$ cat src/hdl/flpw_pkg.sv
// ----------------------------------------------------------------------------
// flpw_pkg
// Shared types, codes and helpers of the four-level page walker.
// ----------------------------------------------------------------------------
`default_nettype none

package flpw_pkg;

    // Default number of 512-entry tables held in the store
    localparam int FRAMES_DEFAULT = 8;

    localparam int ENTRY_W     = 64;
    localparam int FRAME_W     = 32;
    localparam int VA_W        = 48;
    localparam int WADDR_W     = 12;
    localparam int IDX_W       = 9;
    localparam int LEVEL_W     = 2;
    localparam int FAIL_W      = 3;
    localparam int UPOS_W      = 6;
    localparam int CFG_IDX_W   = 2;
    localparam int CFG_DATA_W  = 32;

    // Entry flag positions and frame field
    localparam int PRESENT_BIT = 0;
    localparam int HUGE_BIT    = 7;
    localparam int FRAME_LSB   = 12;
    localparam int FRAME_MSB   = FRAME_LSB + FRAME_W - 1;

    // Item kinds
    localparam logic ACT_WRITE     = 1'b0;
    localparam logic ACT_TRANSLATE = 1'b1;

    // Configuration register indexes
    localparam logic [CFG_IDX_W-1:0] CFG_ROOT_FRAME   = 2'd0;
    localparam logic [CFG_IDX_W-1:0] CFG_REQUIRE_USER = 2'd1;
    localparam logic [CFG_IDX_W-1:0] CFG_USER_BIT_POS = 2'd2;

    // Walk levels, counted from zero (level 1 of the walk is LVL_TOP)
    localparam logic [LEVEL_W-1:0] LVL_TOP  = 2'd0;
    localparam logic [LEVEL_W-1:0] LVL_DIR  = 2'd1;
    localparam logic [LEVEL_W-1:0] LVL_MID  = 2'd2;
    localparam logic [LEVEL_W-1:0] LVL_LEAF = 2'd3;

    typedef struct packed {
        logic [FRAME_W-1:0] root_frame;
        logic               require_user;
        logic [UPOS_W-1:0]  user_bit_pos;
    } t_walk_cfg;

    typedef struct packed {
        logic               range_error;
        logic [FAIL_W-1:0]  fail_level;
        logic [FRAME_W-1:0] frame_number;
        logic [ENTRY_W-1:0] entry_value;
        logic               found;
    } t_walk_result;

    // Table index of a virtual address at a given level
    function automatic logic [IDX_W-1:0] level_index(
        input logic [VA_W-1:0]    va,
        input logic [LEVEL_W-1:0] lvl
    );
        logic [IDX_W-1:0] idx;
        case (lvl)
            LVL_TOP:  idx = va[47:39];
            LVL_DIR:  idx = va[38:30];
            LVL_MID:  idx = va[29:21];
            LVL_LEAF: idx = va[20:12];
            default:  idx = va[47:39];
        endcase
        return idx;
    endfunction

endpackage

`default_nettype wire

$ cat src/hdl/flpw_walk.sv
// ----------------------------------------------------------------------------
// flpw_walk
// Item sequencer: table writes, level-by-level walk and result register.
// ----------------------------------------------------------------------------
`default_nettype none

module flpw_walk #(
    parameter int FRAMES = flpw_pkg::FRAMES_DEFAULT
) (
    input  wire logic                                       i_clk,
    input  wire logic                                       i_rst_n,
    input  wire logic                                       i_enable,
    input  wire flpw_pkg::t_walk_cfg                        i_cfg,
    input  wire logic                                       i_valid,
    output      logic                                       o_ready,
    input  wire logic                                       i_action,
    input  wire logic [flpw_pkg::WADDR_W-1:0]               i_waddr,
    input  wire logic [flpw_pkg::ENTRY_W-1:0]               i_wdata,
    input  wire logic [flpw_pkg::VA_W-1:0]                  i_va,
    output      logic                                       o_mem_we,
    output      logic [$clog2(FRAMES)+flpw_pkg::IDX_W-1:0]  o_mem_waddr,
    output      logic [flpw_pkg::ENTRY_W-1:0]               o_mem_wdata,
    output      logic                                       o_mem_re,
    output      logic [$clog2(FRAMES)+flpw_pkg::IDX_W-1:0]  o_mem_raddr,
    input  wire logic [flpw_pkg::ENTRY_W-1:0]               i_mem_rdata,
    output      logic                                       o_valid,
    input  wire logic                                       i_ready,
    output      flpw_pkg::t_walk_result                     o_result
);

    import flpw_pkg::*;

    localparam int FW    = $clog2(FRAMES);
    localparam int AW    = FW + IDX_W;
    localparam int DEPTH = FRAMES * (2 ** IDX_W);

    localparam logic [1:0] ST_IDLE   = 2'd0;
    localparam logic [1:0] ST_WALK   = 2'd1;
    localparam logic [1:0] ST_RESULT = 2'd2;

    logic [1:0]         r_state, n_state;
    logic [LEVEL_W-1:0] r_level, n_level;
    logic [VA_W-1:0]    r_va, n_va;
    logic               r_out_valid, n_out_valid;
    t_walk_result       r_out, n_out;
    t_walk_result       r_res, n_res;

    logic               slot_free;
    logic               accept;
    logic               fin;
    t_walk_result       fin_res;
    logic               entry_ok;
    logic [FRAME_W-1:0] next_frame;

    assign slot_free = !r_out_valid || i_ready;
    assign o_ready   = i_enable && (r_state == ST_IDLE);
    assign accept    = i_valid && o_ready;

    // Entry checks for the level under walk
    always_comb begin
        entry_ok = i_mem_rdata[PRESENT_BIT];
        if (i_cfg.require_user) begin
            if (!i_mem_rdata[i_cfg.user_bit_pos]) begin
                entry_ok = 1'b0;
            end
            if ((r_level == LVL_MID) && i_mem_rdata[HUGE_BIT]) begin
                entry_ok = 1'b0;
            end
        end
    end

    assign next_frame = i_mem_rdata[FRAME_MSB:FRAME_LSB];

    always_comb begin
        n_state     = r_state;
        n_level     = r_level;
        n_va        = r_va;
        n_res       = r_res;
        n_out       = r_out;
        n_out_valid = r_out_valid && !i_ready;
        fin         = 1'b0;
        fin_res     = '0;
        o_mem_we    = 1'b0;
        o_mem_waddr = AW'(i_waddr);
        o_mem_wdata = i_wdata;
        o_mem_re    = 1'b0;
        o_mem_raddr = '0;

        case (r_state)
            ST_IDLE: begin
                if (accept) begin
                    if (i_action == ACT_WRITE) begin
                        // drop writes beyond the store
                        o_mem_we = ({20'd0, i_waddr} < 32'(DEPTH));
                        fin      = 1'b1;
                    end else begin
                        n_va    = i_va;
                        n_level = LVL_TOP;
                        if (i_cfg.root_frame >= 32'(FRAMES)) begin
                            fin                 = 1'b1;
                            fin_res.fail_level  = 3'd1;
                            fin_res.range_error = 1'b1;
                        end else begin
                            o_mem_re    = 1'b1;
                            o_mem_raddr = {i_cfg.root_frame[FW-1:0],
                                           level_index(i_va, LVL_TOP)};
                            n_state     = ST_WALK;
                        end
                    end
                end
            end
            ST_WALK: begin
                if (!entry_ok) begin
                    fin                = 1'b1;
                    fin_res.fail_level = FAIL_W'(r_level) + 3'd1;
                end else if (r_level == LVL_LEAF) begin
                    fin                  = 1'b1;
                    fin_res.found        = 1'b1;
                    fin_res.entry_value  = i_mem_rdata;
                    fin_res.frame_number = next_frame;
                end else if (next_frame >= 32'(FRAMES)) begin
                    fin                 = 1'b1;
                    fin_res.fail_level  = FAIL_W'(r_level) + 3'd2;
                    fin_res.range_error = 1'b1;
                end else begin
                    n_level     = r_level + 2'd1;
                    o_mem_re    = 1'b1;
                    o_mem_raddr = {next_frame[FW-1:0],
                                   level_index(r_va, r_level + 2'd1)};
                end
            end
            ST_RESULT: begin
                if (slot_free) begin
                    n_out       = r_res;
                    n_out_valid = 1'b1;
                    n_state     = ST_IDLE;
                end
            end
            default: begin
                n_state = ST_IDLE;
            end
        endcase

        // Load the output register, or park the result while it is occupied
        if (fin) begin
            if (slot_free) begin
                n_out       = fin_res;
                n_out_valid = 1'b1;
                n_state     = ST_IDLE;
            end else begin
                n_res   = fin_res;
                n_state = ST_RESULT;
            end
        end
    end

    always_ff @(posedge i_clk) begin
        if (!i_rst_n) begin
            r_state     <= ST_IDLE;
            r_level     <= LVL_TOP;
            r_out_valid <= 1'b0;
        end else begin
            r_state     <= n_state;
            r_level     <= n_level;
            r_out_valid <= n_out_valid;
        end
        r_va  <= n_va;
        r_res <= n_res;
        r_out <= n_out;
    end

    assign o_valid  = r_out_valid;
    assign o_result = r_out;

    // A parked result exists only behind an occupied output register
    a_park_behind_busy: assert property (@(posedge i_clk) disable iff (!i_rst_n)
        (r_state == ST_RESULT) |-> r_out_valid)
        else $error("parked result with empty output register");

    // No table read is issued past the leaf level
    a_no_read_past_leaf: assert property (@(posedge i_clk) disable iff (!i_rst_n)
        (o_mem_re && (r_state == ST_WALK)) |-> (r_level != LVL_LEAF))
        else $error("table read issued beyond leaf level");

endmodule

`default_nettype wire

$ cat config.mk
export PLATFORM = sky130hd
export DESIGN_NAME = flpw_walk
export DESIGN_NICKNAME = d
export VERILOG_FILES = /design/src/hdl/flpw_pkg.sv /design/src/hdl/flpw_walk.sv
export SDC_FILE = /design/constraint.sdc
export NUM_CORES = 1
export LEC_CHECK = 0
export BUFFER_PORTS_ARGS = -buffer_cell sky130_fd_sc_hd__buf_2
export CAP_MARGIN = 20
export CORE_AREA = 2 2 165 167
export DETAILED_ROUTE_END_ITERATION = 10
export DIE_AREA = 0 0 167 169
export GPL_TIMING_DRIVEN = 0
export SLEW_MARGIN = 20
export SYNTH_ARGS = -nofsm -noshare
export SYNTH_HDL_FRONTEND = slang
export SYNTH_SLANG_ARGS = --single-unit
$ cat constraint.sdc
create_clock -name i_clk -period 10.5 [get_ports i_clk]
set_input_delay 1.05 -clock i_clk [delete_from_list [all_inputs] [get_ports i_clk]]
set_output_delay 1.05 -clock i_clk [all_outputs]
set_load 0.01 [all_outputs]
# After elaboration in Yosys (flattened, before gate mapping)
# Cells that the tools add are included.
[totals]
elab_cells = 114
out_inout_bits = 193
register_bits = 255
in_bits = 233
[op_classes]
bitwise_logic = 1
add_sub_neg = 3
n_reduce_logical = 14
n_eq_ne = 17
muxes = 62
magnitude_cmp = 3
[ops]
columns = ["cell", "count"]
rows = [
  ["101-bit 2-to-1 mux", 4],
  ["97-bit 2-to-1 mux", 3],
  ["12-bit 2-to-1 mux", 6],
  ["32-bit by 4-bit >= comparator with 1-bit output (second input constant)", 2],
  ["9-bit case mux with 4 select lines", 1],
  ["1-bit 2-to-1 mux", 24],
  ["12-bit case mux with 2 select lines", 1],
  ["2-bit 2-to-1 mux", 11],
  ["4-bit 2-to-1 mux", 5],
  ["2-bit != test (second input constant)", 6],
  ["3-bit != test (second input constant)", 4],
  ["2-bit == test (second input constant)", 5],
  ["4-bit case mux with 2 select lines", 1],
  ["6-bit by 7-bit less-than comparator with 1-bit output (second input constant)", 1],
  ["1-bit binary-select mux with 6-bit select", 1],
  ["2-bit case mux with 3 select lines", 1],
  ["6-bit AND reduction", 1],
  ["5-bit AND reduction", 1],
  ["2-bit by 1-bit == test with 1-bit output (second input constant)", 2],
  ["1-bit logical AND", 4],
  ["2-bit zero test", 2],
  ["1-bit case mux with 2 select lines", 2],
  ["2-bit case mux with 2 select lines", 1],
  ["2-bit by 1-bit adder with 3-bit output (second input constant)", 1],
  ["other kinds (9)", 10],
]

# Depth between registers and ports, before layout
# Gate-level depths: netlist of run 1.
[logic_depth]
ltp_word = 9
depth_mapped = 12
ltp_nobuf = 9

# Worst setup path before layout of run 1
# Ideal clock, no wire load.
[synth_path]
kind = "input to register"
from = "input i_cfg[3] in the netlist's numbering"
to = "register r_res[0] in the netlist's numbering, enable pin"
required_ns = 9.981
setup_time_ns = 0.519
n_path_buf = 2
cell_stages = 10
t_arrival_ns = 6.041
setup_slack_ns = 3.941
cell_sequence = "buf_2 > clkbuf_1 > mux4_2 > mux2i_1 > nor2_1 > a311oi_2 > o32ai_4 > nand2_1 > nand2_1 > a21oi_1"
[synth_via]
elab_chain_cells = 8
[synth_rtl]
columns = ["element", "line", "source"]
rows = [
  ["start: declaration", "flpw_walk.sv:13", "input wire flpw_pkg::t_walk_cfg i_cfg,"],
  ["1-bit binary-select mux with 6-bit select", "flpw_walk.sv:63", "if (!i_mem_rdata[i_cfg.user_bit_pos]) begin"],
  ["1-bit 2-to-1 mux (not written as such)", "flpw_walk.sv:63", ""],
  ["1-bit 2-to-1 mux", "flpw_walk.sv:63", ""],
  ["1-bit 2-to-1 mux", "flpw_walk.sv:66", "if ((r_level == LVL_MID) && i_mem_rdata[HUGE_BIT]) begin"],
  ["1-bit 2-to-1 mux", "flpw_walk.sv:62", "if (i_cfg.require_user) begin"],
  ["1-bit 2-to-1 mux", "flpw_walk.sv:113", "if (!entry_ok) begin"],
  ["1-bit case mux with 2 select lines", "flpw_walk.sv:89", "case (r_state)"],
  ["2-bit AND reduction (no source line)", "-", ""],
  ["end signal: assignment", "flpw_walk.sv:168", "r_res <= n_res;"],
  ["end: declaration", "flpw_walk.sv:46", "t_walk_result r_res, n_res;"],
]
# Every way passes these cells. The select of a mux whose other input is x is not followed.
# A chain may end at the register's enable or synchronous reset.

# Worst setup path in the final report of run 1
[layout_path]
from = "input i_cfg[3] in the netlist's numbering"
to = "output o_mem_raddr[9] in the netlist's numbering"
[layout_via]
elab_chain_cells = 7
[layout_rtl]
columns = ["element", "line", "source"]
rows = [
  ["1-bit binary-select mux with 6-bit select", "flpw_walk.sv:63", ""],
  ["1-bit 2-to-1 mux (not written as such)", "flpw_walk.sv:63", ""],
  ["1-bit 2-to-1 mux", "flpw_walk.sv:63", ""],
  ["1-bit 2-to-1 mux", "flpw_walk.sv:66", ""],
  ["1-bit 2-to-1 mux", "flpw_walk.sv:62", ""],
  ["12-bit 2-to-1 mux", "flpw_walk.sv:113", ""],
  ["12-bit case mux with 2 select lines", "flpw_walk.sv:89", ""],
  ["end: declaration", "flpw_walk.sv:24", "output logic [$clog2(FRAMES)+flpw_pkg::IDX_W-1:0] o_mem_raddr,"],
]
# Every way passes these cells. The select of a mux whose other input is x is not followed.

==> impl_metrics.csv, run 1 <==
group,metric,value,unit
timing,hold_viol,0,
critical_path,reg2reg_from,"r_level[0]$_SDFFE_PN0P_",
layout,n_fill_cell,2635,
critical_path,crit_slowest_cell,"clkbuf_1",
drt,ant_nets,0,
grt,grt_pass1_vias,7628,
drt,drt_iter0_markers,497,
critical_path,cp.arrival,3940,ps
die,row_count,60,
cts,clock_latency,510,ps
drt,routedWlPerCell,18.02,µm
timing,tns,0,ps
timing,finalMaxSlewViolations,0,
grt,grt_max_degree,29,
yosys,synth_top_area_share,31.04,%
cts,cts_resized,0,
cts,cts_made_buffers,23,
yosys,yosysWarnings,0,
cts,clk_pin_slew,60,ps
drt,vias,7969,
layout,area_growth_syn_to_layout,31.45,%
power_and_ir_drop,p_per_area,173.1,nW/µm²
critical_path,cp_cell_sequence,"buf_2 -> clkbuf_1 -> mux4_2 -> mux2i_1 -> nor2_1 -> a311oi_2 -> o32ai_4 -> nand4b_1 -> clkbuf_1 -> o21ai_0 -> buf_2",
grt,grt-ovfl-total,0,
critical_path,end_kind,"output port",
layout,fin_nets,1502,
min_path,worst_hold_path.endpoint,"o_result[35]$_DFF_P_",
critical_path,rr_worst_depth,11,
cts,cts_hold_buf,0,
timing,setup_viol,0,
place,gp_congestion,0.8104,
place,dpl.hpwl,22.70,mm
power_and_ir_drop,finalPower,2113,µW
grt,antenna_found_initial,1,
critical_path,critPathBufInv,4,
critical_path,path_delay_family,"buffers and inverters",
critical_path,start_kind,"input pin",
timing,rsz0062_at_grt,"no",
min_path,hold_depth,2,
timing,fmax,200.4,MHz
die,io_pins,426,
timing,max_slew.worst_pin.slew,1002,ps
drt,dr.pass1.iters,5,
place,port_buffers,334,
run,maxCapViolCount,0,
yosys,syn_area,9286,µm²
critical_path,critPathMaxStageDelay,390,ps
timing,finalClockSkew,14.09,ps
timing,min_period,4991,ps
layout,drive_gt1_share,38.22,%
cts,cts_tree,"yes",
cts,h-tree-depth,1,
die,dieWidth,167,µm
critical_path,rr_endpoint,"r_res[12]$_DFFE_PP_",
drt,drc,0,
cts,cts_buffer_depth,3,
grt,grt_usage,19.70,%
critical_path,critPathKind,"in -> out",
cts,cts.sinks,202,
die,fp.dieArea,28220,µm²
grt,grt_pass1_wl,43.34,mm
run_status,status,"completed",
critical_path,path_max_fanout,10,
drt,finalWirelength,29.26,mm
yosys,yosysMostFrequentCell,"nand2_1",
die,coreArea,26500,µm²
min_path,worstHoldStart,"o_result[35]$_DFF_P_",
power_and_ir_drop,peakVddDrop,0.1115,mV
yosys,synth_area_leader_cell,"edfxtp_1",
yosys,synth_enable_flop_cells,96,
critical_path,crit_required,9450,ps
timing,maxSlewHeadroom,33.14,%
cts,postCtsSetupRepairBufs,0,
yosys,ys.flop_type,"dfxtp_1",
yosys,async_reset_ff_share,0,%
timing,fin_hold_ws,449.9,ps
yosys,seq_area_frac_synth,53.89,%
yosys,ys_ff_latch,202,
cts,cts_root_buf,"clkbuf_16",
critical_path,rrSetupSlack,7280,ps
yosys,synth_cells,903,
min_path,hp-class,"reg -> reg",
drt,via_per_inst,4.907,
power_and_ir_drop,power.leakage,0.005547,µW
yosys,synth_commonest_cells,"159 x nand2_1, 132 x a21oi_1, 106 x dfxtp_1",
die,start_util,35.04,%
timing,timing.final.crit_share,47.53,%
yosys,syn_nets,1140,
yosys,synthTopCellsByArea,"edfxtp_1 31%, dfxtp_1 23%, a21oi_1 7.1%, nand2_1 6.4%, buf_4 6.4%",
die,die_h,169,µm
yosys,synth_cell_types,51,
yosys,syn_area_per_cell,10.28,µm²
[cell families (layout without fill, tap and decap cells)]
logic type               after synthesis  after routing  share of synthesized area, %
AND/OR/NAND/NOR                      287            287                         14.82
AO/OA/AOI/OAI                        239            239                         16.34
flip-flops                           202            202                         53.89
buffers and inverters                142            521                         9.499
multiplexers                          29             29                         4.904
adder cells (fa/ha/maj)                4              4                        0.5390
other                                  0              1                             0
[how the worst max path moves through the flow]
| stage | startpoint | endpoint | cells after the start |
|---|---|---|---|
| 4_1_cts | i_cfg[3] | o_mem_raddr[9] | 11 |
| 5_1_grt | i_cfg[3] | o_mem_raddr[9] | 11 |
| 2_1_floorplan | i_cfg[3] | r_res[0]$_DFFE_PP_ | 10 |
| 3_3_place_gp | i_cfg[3] | r_res[75]$_DFFE_PP_ | 10 |
| 3_5_place_dp | i_cfg[3] | o_mem_raddr[9] | 11 |
| 6_report | i_cfg[3] | o_mem_raddr[9] | 11 |
[placed cells by master (no fill, tap or decap), types with 3 or more instances in the layout]
cell       synthesis  layout
nor2_1             9       9
nor4_1            13      13
nand2b_1           4       4
and3_1             3       3
nand2_1          159     159
nor3b_1            3       3
nand4_1            4       4
clkbuf_8           0       7
dfxtp_1          106     106
mux2i_1           14      14
o21ai_0           17      17
clkbuf_1          32      39
edfxtp_1          96      96
ha_1               4       4
nor3_1             5       5
buf_2             13     347
buf_6              3       3
buf_16             0       3
clkbuf_16          0      23
nand3_1            6       6
nor2b_1            5       5
clkinv_2           0       3
a21boi_0          14      14
and2_1            67      67
a222oi_1           9       9
a21oi_1          132     131
inv_1             10      10
mux4_2            13      13
a21boi_1          19      19
buf_4             79      79
a21o_1            33      33
[layer usage]
| metal | part of all wire, % | global-route usage [%] | wire (µm) |
|---|---|---|---|
| met1 | 40 | 24.02 | 11680 |
| met3 | 7.7 | 4.349 | 2265 |
| met4 | 2.2 | 5.247 | 635 |
| met2 | 50 | 35.16 | 14680 |
| met5 | 0 | 0 | 0 |
[area by class of cell]
| class | count | area (µm²) | area share [%] |
|---|---|---|---|
| sequential | 202 | 5005 | 41.00 |
| multi-input combinational | 559 | 3411 | 27.94 |
| timing repair buffer | 337 | 1754 | 14.37 |
| buffer | 132 | 844.6 | 6.919 |
| clock buffer | 37 | 698.2 | 5.720 |
| tap | 341 | 426.7 | 3.495 |
| inverter | 10 | 37.54 | 0.3075 |
| clock inverter | 5 | 27.53 | 0.2255 |
| antenna | 1 | 2.502 | 0.02050 |
[flip-flops by register name, summed over array words and instances, names as in the netlist]
register  count
o_valid       1
r_va         27
r_level       2
o_result    101
r_state       2
r_res        69
[power breakdown]
group / internal, µW / switching (µW) / total, µW
combinational: 175 / 220 / 395
sequential: 910 / 42.4 / 953
clock: 453 / 312 / 765
total: 1540 / 575 / 2110
[per-stage QoR]
step | utilization (%) | std cells | setup slack, ps | cell area [µm²]
2_1_floorplan | - | 903 | 3941 | 9286
3_3_place_gp | 42.96 | 1578 | 1396 | 11380
3_5_place_dp | 43.31 | 1581 | 5465 | 11480
4_1_cts | 46.05 | 1623 | 5451 | 12200
5_1_grt | 46.06 | 1624 | 5239 | 12210
6_report | 46.06 | 1624 | 5509 | 12210
[worst reg2reg max path, stage by stage (launching register included)]
cell      delay (ps)
dfxtp_1          350
inv_1            130
ha_1             150
clkbuf_1         420
nand2_1          150
a31oi_1          290
o32ai_4          210
nand2_1          140
nand2_1          100
a21oi_4          560
buf_16           240
buf_16           180
Note: power is estimated with default switching activity, not from simulation.
==> run 2, diff against run 1 <==
Settings changed: CORE_AREA 2 2 165 167 to 2 2 166 168, DIE_AREA 0 0 167 169 to 0 0 168 170.
Clock period 10.5 ns to 4.8 ns, I/O delays scaled along.
==> run 2 against run 1 <==
  * Non-clock buffer count stayed put
  * Critical path depth stayed put
  * Via count is 0.15% lower
  * Sequential cell count stayed put
  * Sequential power is 120% higher
  * Clock-buffer cell count is 1 lower
  * Clock power is 130% higher
  * Design area is 0.19% higher
  * Die area is 1.2% higher
  * Cell count hardly changed
  * First-iteration DRC count is 21% lower
  * Worst setup slack worse by 4800 ps
  * Critical path type is now reg -> out
  * Largest cell class unchanged
  * Highest routed layer unchanged
==> impl_metrics.csv, run 2 (synthesized netlist as in run 1, its figures left out) <==
group,metric,value,unit
timing,timing.final.crit_share,86.04,%
timing,min_period,4130,ps
run_status,status,"completed",
timing,rsz0062_at_grt,"no",
grt,grt_pass1_vias,7827,
layout,register_area,5005,µm²
grt,grt_usage,19.79,%
grt,antenna_found_initial,2,
place,place_area,11480,µm²
timing,maxSlewHeadroom,33.18,%
die,fp.dieArea,28560,µm²
run,maxCapViolCount,0,
timing,finalClockSkew,7.237,ps
cts,cts.sinks,202,
critical_path,critPathKind,"reg -> out",
critical_path,start_kind,"flop",
grt,grt_max_degree,29,
drt,drc,0,
cts,cts_made_buffers,23,
layout,largest_register_ffs,101,
drt,routedWlPerCell,18.33,µm
power_and_ir_drop,p_per_area,385.3,nW/µm²
layout,layout_commonest_cell,"buf_2",
timing,worst_slack,669.9,ps
critical_path,path_max_fanout,10,
place,gp_congestion,0.8234,
cts,clock_latency,530,ps
timing,setup_viol,0,
timing,hold_viol,0,
cts,postCtsSetupRepairBufs,0,
layout,multi_input_area,3411,µm²
cts,h-tree-depth,1,
cts,cts_tree,"yes",
layout,n_fill_cell,2593,
power_and_ir_drop,peakVddDrop,0.2288,mV
drt,ant_nets,0,
min_path,hp-class,"in -> reg",
critical_path,cp.arrival,3650,ps
cts,cts_root_buf,"clkbuf_16",
drt,drt_iter0_markers,395,
place,port_buffers,334,
layout,drive_gt1_share,37.91,%
place,pre_cts_ws,895.8,ps
layout,fin_nets,1502,
die,start_util,34.85,%
cts,clk_pin_slew,60,ps
drt,dr.pass1.iters,4,
grt,grt_pass1_wl,43.81,mm
drt,finalWirelength,29.78,mm
critical_path,end_kind,"output port",
drt,vias,7957,
timing,finalMaxSlewViolations,0,
layout,fin_area,12230,µm²
timing,fmax,242.1,MHz
cts,cts_resized,0,
drt,via_per_inst,4.897,
place,dpl.hpwl,22.94,mm
die,row_count,60,
grt,grt-ovfl-total,0,
layout,layout_common_cells,"347 x buf_2, 159 x nand2_1, 131 x a21oi_1",
power_and_ir_drop,power.leakage,0.005549,µW
cts,cts_hold_buf,0,
timing,max_slew.worst_pin.slew,1001,ps
die,io_pins,426,
die,die_h,170,µm
critical_path,crit_required,4320,ps
cts,cts_buffer_depth,3,
layout,area_growth_syn_to_layout,31.70,%
die,dieWidth,168,µm
die,coreArea,26650,µm²
run 2: changes by cell type in the layout (fill, tap and decap cells not counted):
| cell | change |
|---|---|
| inv_6 | -1 |
| clkinv_1 | +1 |
| bufinv_16 | +2 |
| clkinv_2 | -2 |
| inv_16 | +1 |
| clkbuf_1 | +3 |
| clkbuf_8 | -4 |
| diode_2 | +1 |
run 2: layout make-up:
class,count,share of cell area [%]
antenna,2,0.04092
buffer,132,6.905
clock buffer,36,5.350
clock inverter,6,0.7570
inverter,10,0.3069
multi-input combinational,559,27.89
sequential,202,40.92
tap,341,3.488
timing repair buffer,337,14.34
run 2: path summary, 6_finish.rpt:
kind                           start                   end  slack [ps]  cells after the start
max          r_level[0]$_SDFFE_PN0P_        o_mem_raddr[2]         670                     11
min                         i_va[25]    r_va[25]$_DFFE_PP_         130                      1
max reg2reg  r_level[0]$_SDFFE_PN0P_   r_res[72]$_DFFE_PP_        1550                     11
min reg2reg     o_result[67]$_DFF_P_  o_result[67]$_DFF_P_         450                      2
run 2: per-stage QoR:
stage / TNS, ps / hold slack [ps] / cells / util, % / total power [µW]
floorplan: 0 / 476.2 / 903 / - / 2577
global placement: -84350 / 440.3 / 1578 / 42.73 / 2981
detailed placement: 0 / 444.9 / 1581 / 43.07 / 2998
CTS: 0 / 107.8 / 1623 / 45.87 / 4767
global route: 0 / 106.7 / 1625 / 45.89 / 4934
finish: 0 / 126.8 / 1625 / 45.89 / 4712
run 2: per-layer routing:
metal | track usage (%) | wire length, µm | part of all wire [%] | up-vias
met1 | 22.84 | 11830 | 40 | 3737
met5 | 0 | 0 | 0 | -
met2 | 36.53 | 14990 | 50 | 334
li1 | - | - | - | 3848
met3 | 4.930 | 2365 | 7.9 | 38
met4 | 5.180 | 598 | 2.0 | 0
run 2: power by group:
group	internal (µW)	leakage, µW	switching [µW]
combinational	383	0.00354	489
clock	1050	0.000362	711
sequential	1990	0.00165	91.6
total	3420	0.00555	1290
run 2: worst max-delay path, stage by stage, from the launching register on:
cell and delay (ps):
dfxtp_1 410, inv_1 110, ha_1 200, clkbuf_1 270
nand2_1 160, nand3_1 90, or3_1 390, o32ai_4 300
nand4b_1 390, clkbuf_1 300, o21ai_0 310, buf_2 190
==> run 3, diff against run 2 <==
Settings changed: CORE_AREA 2 2 166 168 to 2 2 164 166, DIE_AREA 0 0 168 170 to 0 0 166 168, PLACE_DENSITY set to 0.66, SLEW_MARGIN 20 to unset.
Clock period 4.8 ns to 3.3 ns, I/O delays scaled along.
==> run 3 against run 2 <==
  * Non-clock buffer count is 30 higher
  * Critical path type unchanged
  * Highest routed layer is now met5
  * Via count rose by 3.0%
  * Wire length increased by 1.5%
  * Critical endpoint is now o_mem_raddr[3]
  * Cell count is 1.8% higher
  * Sequential cell count unchanged
  * Sequential power grew 46%
  * Largest cell class unchanged
  * Worst setup slack got worse by 580 ps
  * Sequential share of layout area fell by 1.1 points
  * First-iteration DRC count is 1.3% lower
==> impl_metrics.csv, run 3 (synthesized netlist as in run 1, its figures left out) <==
group,metric,value,unit
run_status,status,"completed",
grt,grt-ovfl-total,0,
cts,clock_latency,520,ps
die,dieWidth,166,µm
place,dpl.hpwl,22.55,mm
timing,hold_viol,0,
cts,cts.sinks,202,
place,gp_congestion,0.8313,
place,place_inst,1580,
critical_path,path_max_fanout,10,
critical_path,rr_worst_depth,12,
timing,maxSlewHeadroom,32.44,%
critical_path,start_kind,"flop",
min_path,hp-class,"in -> reg",
critical_path,end_kind,"output port",
grt,antenna_found_initial,2,
drt,dr.pass1.iters,5,
layout,area_growth_syn_to_layout,35.21,%
min_path,hold_depth,3,
layout,layout_common_cells,"348 x buf_2, 158 x nand2_1, 131 x a21oi_1",
layout,multi_input_area,3426,µm²
cts,cts_buffer_depth,3,
critical_path,reg2reg_from,"r_level[0]$_SDFFE_PN0P_",
layout,fin_cells,1655,
drt,routedWlPerCell,18.27,µm
cts,h-tree-depth,1,
layout,layout_commonest_cell,"buf_2",
layout,register_area,5006,µm²
grt,grt_usage,20.13,%
drt,drc,0,
place,place_area,11450,µm²
layout,drive_gt1_share,38.41,%
grt,grt_pass1_vias,7997,
cts,cts_root_buf,"clkbuf_16",
grt,grt_max_degree,29,
layout,fin_area,12560,µm²
power_and_ir_drop,peakVddDrop,0.4715,mV
timing,timing.final.crit_share,97.39,%
timing,fmax,311.2,MHz
min_path,worst_hold_path.endpoint,"r_level[0]$_SDFFE_PN0P_",
layout,final_core_util,47.65,%
timing,max_slew.worst_pin.slew,1012,ps
timing,finalClockSkew,19.70,ps
critical_path,crit_required,2970,ps
power_and_ir_drop,power.leakage,0.005698,µW
drt,via_per_inst,4.950,
die,start_util,35.24,%
power_and_ir_drop,finalPower,6909,µW
critical_path,rrSetupSlack,480,ps
place,pre_cts_ws,-450.0,ps
place,port_buffers,334,
power_and_ir_drop,p_per_area,550.3,nW/µm²
min_path,worstHoldStart,"i_rst_n",
cts,cts_made_buffers,23,
drt,finalWirelength,30.23,mm
drt,drt_iter0_markers,390,
timing,setup_viol,0,
drt,vias,8192,
cts,cts_tree,"yes",
die,coreArea,26350,µm²
critical_path,critPathKind,"reg -> out",
layout,largest_register_ffs,101,
layout,fin_nets,1532,
critical_path,rr_endpoint,"r_res[69]$_DFFE_PP_",
grt,grt_pass1_wl,44.31,mm
timing,min_period,3214,ps
die,fp.dieArea,27890,µm²
drt,ant_nets,0,
cts,clk_pin_slew,50,ps
layout,n_fill_cell,2453,
die,io_pins,426,
die,die_h,168,µm
run,maxCapViolCount,0,
critical_path,cp.arrival,2880,ps
die,row_count,60,
timing,worst_slack,86.17,ps
timing,finalMaxSlewViolations,0,
run 3: worst max path at each step:
| stage | from | end | slack [ps] | depth (start not counted) |
|---|---|---|---|---|
| after detailed placement | i_cfg[0] | r_res[78]$_DFFE_PP_ | -450 | 12 |
| after CTS | r_level[0]$_SDFFE_PN0P_ | o_mem_raddr[4] | 0.5 | 10 |
| final | r_level[0]$_SDFFE_PN0P_ | o_mem_raddr[3] | 90 | 11 |
| after global routing | r_level[0]$_SDFFE_PN0P_ | o_mem_raddr[3] | -60 | 11 |
| after global placement | i_cfg[0] | r_res[77]$_DFFE_PP_ | -1290 | 10 |
| after floorplan | i_cfg[1] | r_res[0]$_DFFE_PP_ | -180 | 10 |
run 3: area by class of cell:
type / count / share of cell area, %
inverter: 10 / 0.2990
multi-input combinational: 559 / 27.28
sequential: 202 / 39.87
buffer: 131 / 6.836
timing repair buffer: 368 / 16.06
clock inverter: 10 / 0.7075
clock buffer: 32 / 5.501
antenna: 2 / 0.03986
tap: 341 / 3.398
run 3: power breakdown:
group,leakage [µW],internal [µW],switching [µW]
Clock,0.000383,1550,1040
Sequential,0.00165,2900,138
Combinational,0.00366,578,709
Total,0.00570,5020,1890
run 3: through the flow:
stage / hold WS [ps] / setup TNS, ps
finish: 137.0 / 0
global route: 136.0 / -71.95
CTS: 1.928 / 0
detailed placement: 445.2 / -28180
global placement: 438.3 / -103670
floorplan: 428.9 / -12420
run 3: what timing repair did:
| item | 4_1_cts | 5_1_grt |
|---|---|---|
| hold endpoints to repair | 26 | 1 |
| endpoints found under the setup margin | 40 | 12 |
| cloned | 0 | 1 |
| resized for setup | 3 | 5 |
| pin swaps | 3 | 1 |
| hold buffers | 26 | 1 |
| buffers inserted | 3 | 1 |
run 3: worst max-delay path, stage by stage (launching register included):
cell and delay [ps]:
dfxtp_2 370, inv_1 110, ha_4 230, nand2_1 100, nand3_1 70, or3_1 400
o32ai_4 170, nand4b_1 160, buf_4 190, buf_2 160, o21ai_0 240, buf_2 180
run 3: metal layers:
metal	vias to the layer above	wire length (µm)	GRT usage (%)
met5	-	7	0
met4	2	866	6.125
met3	52	2223	4.372
met2	374	15420	37.36
met1	3864	11720	23.14
li1	3900	-	-
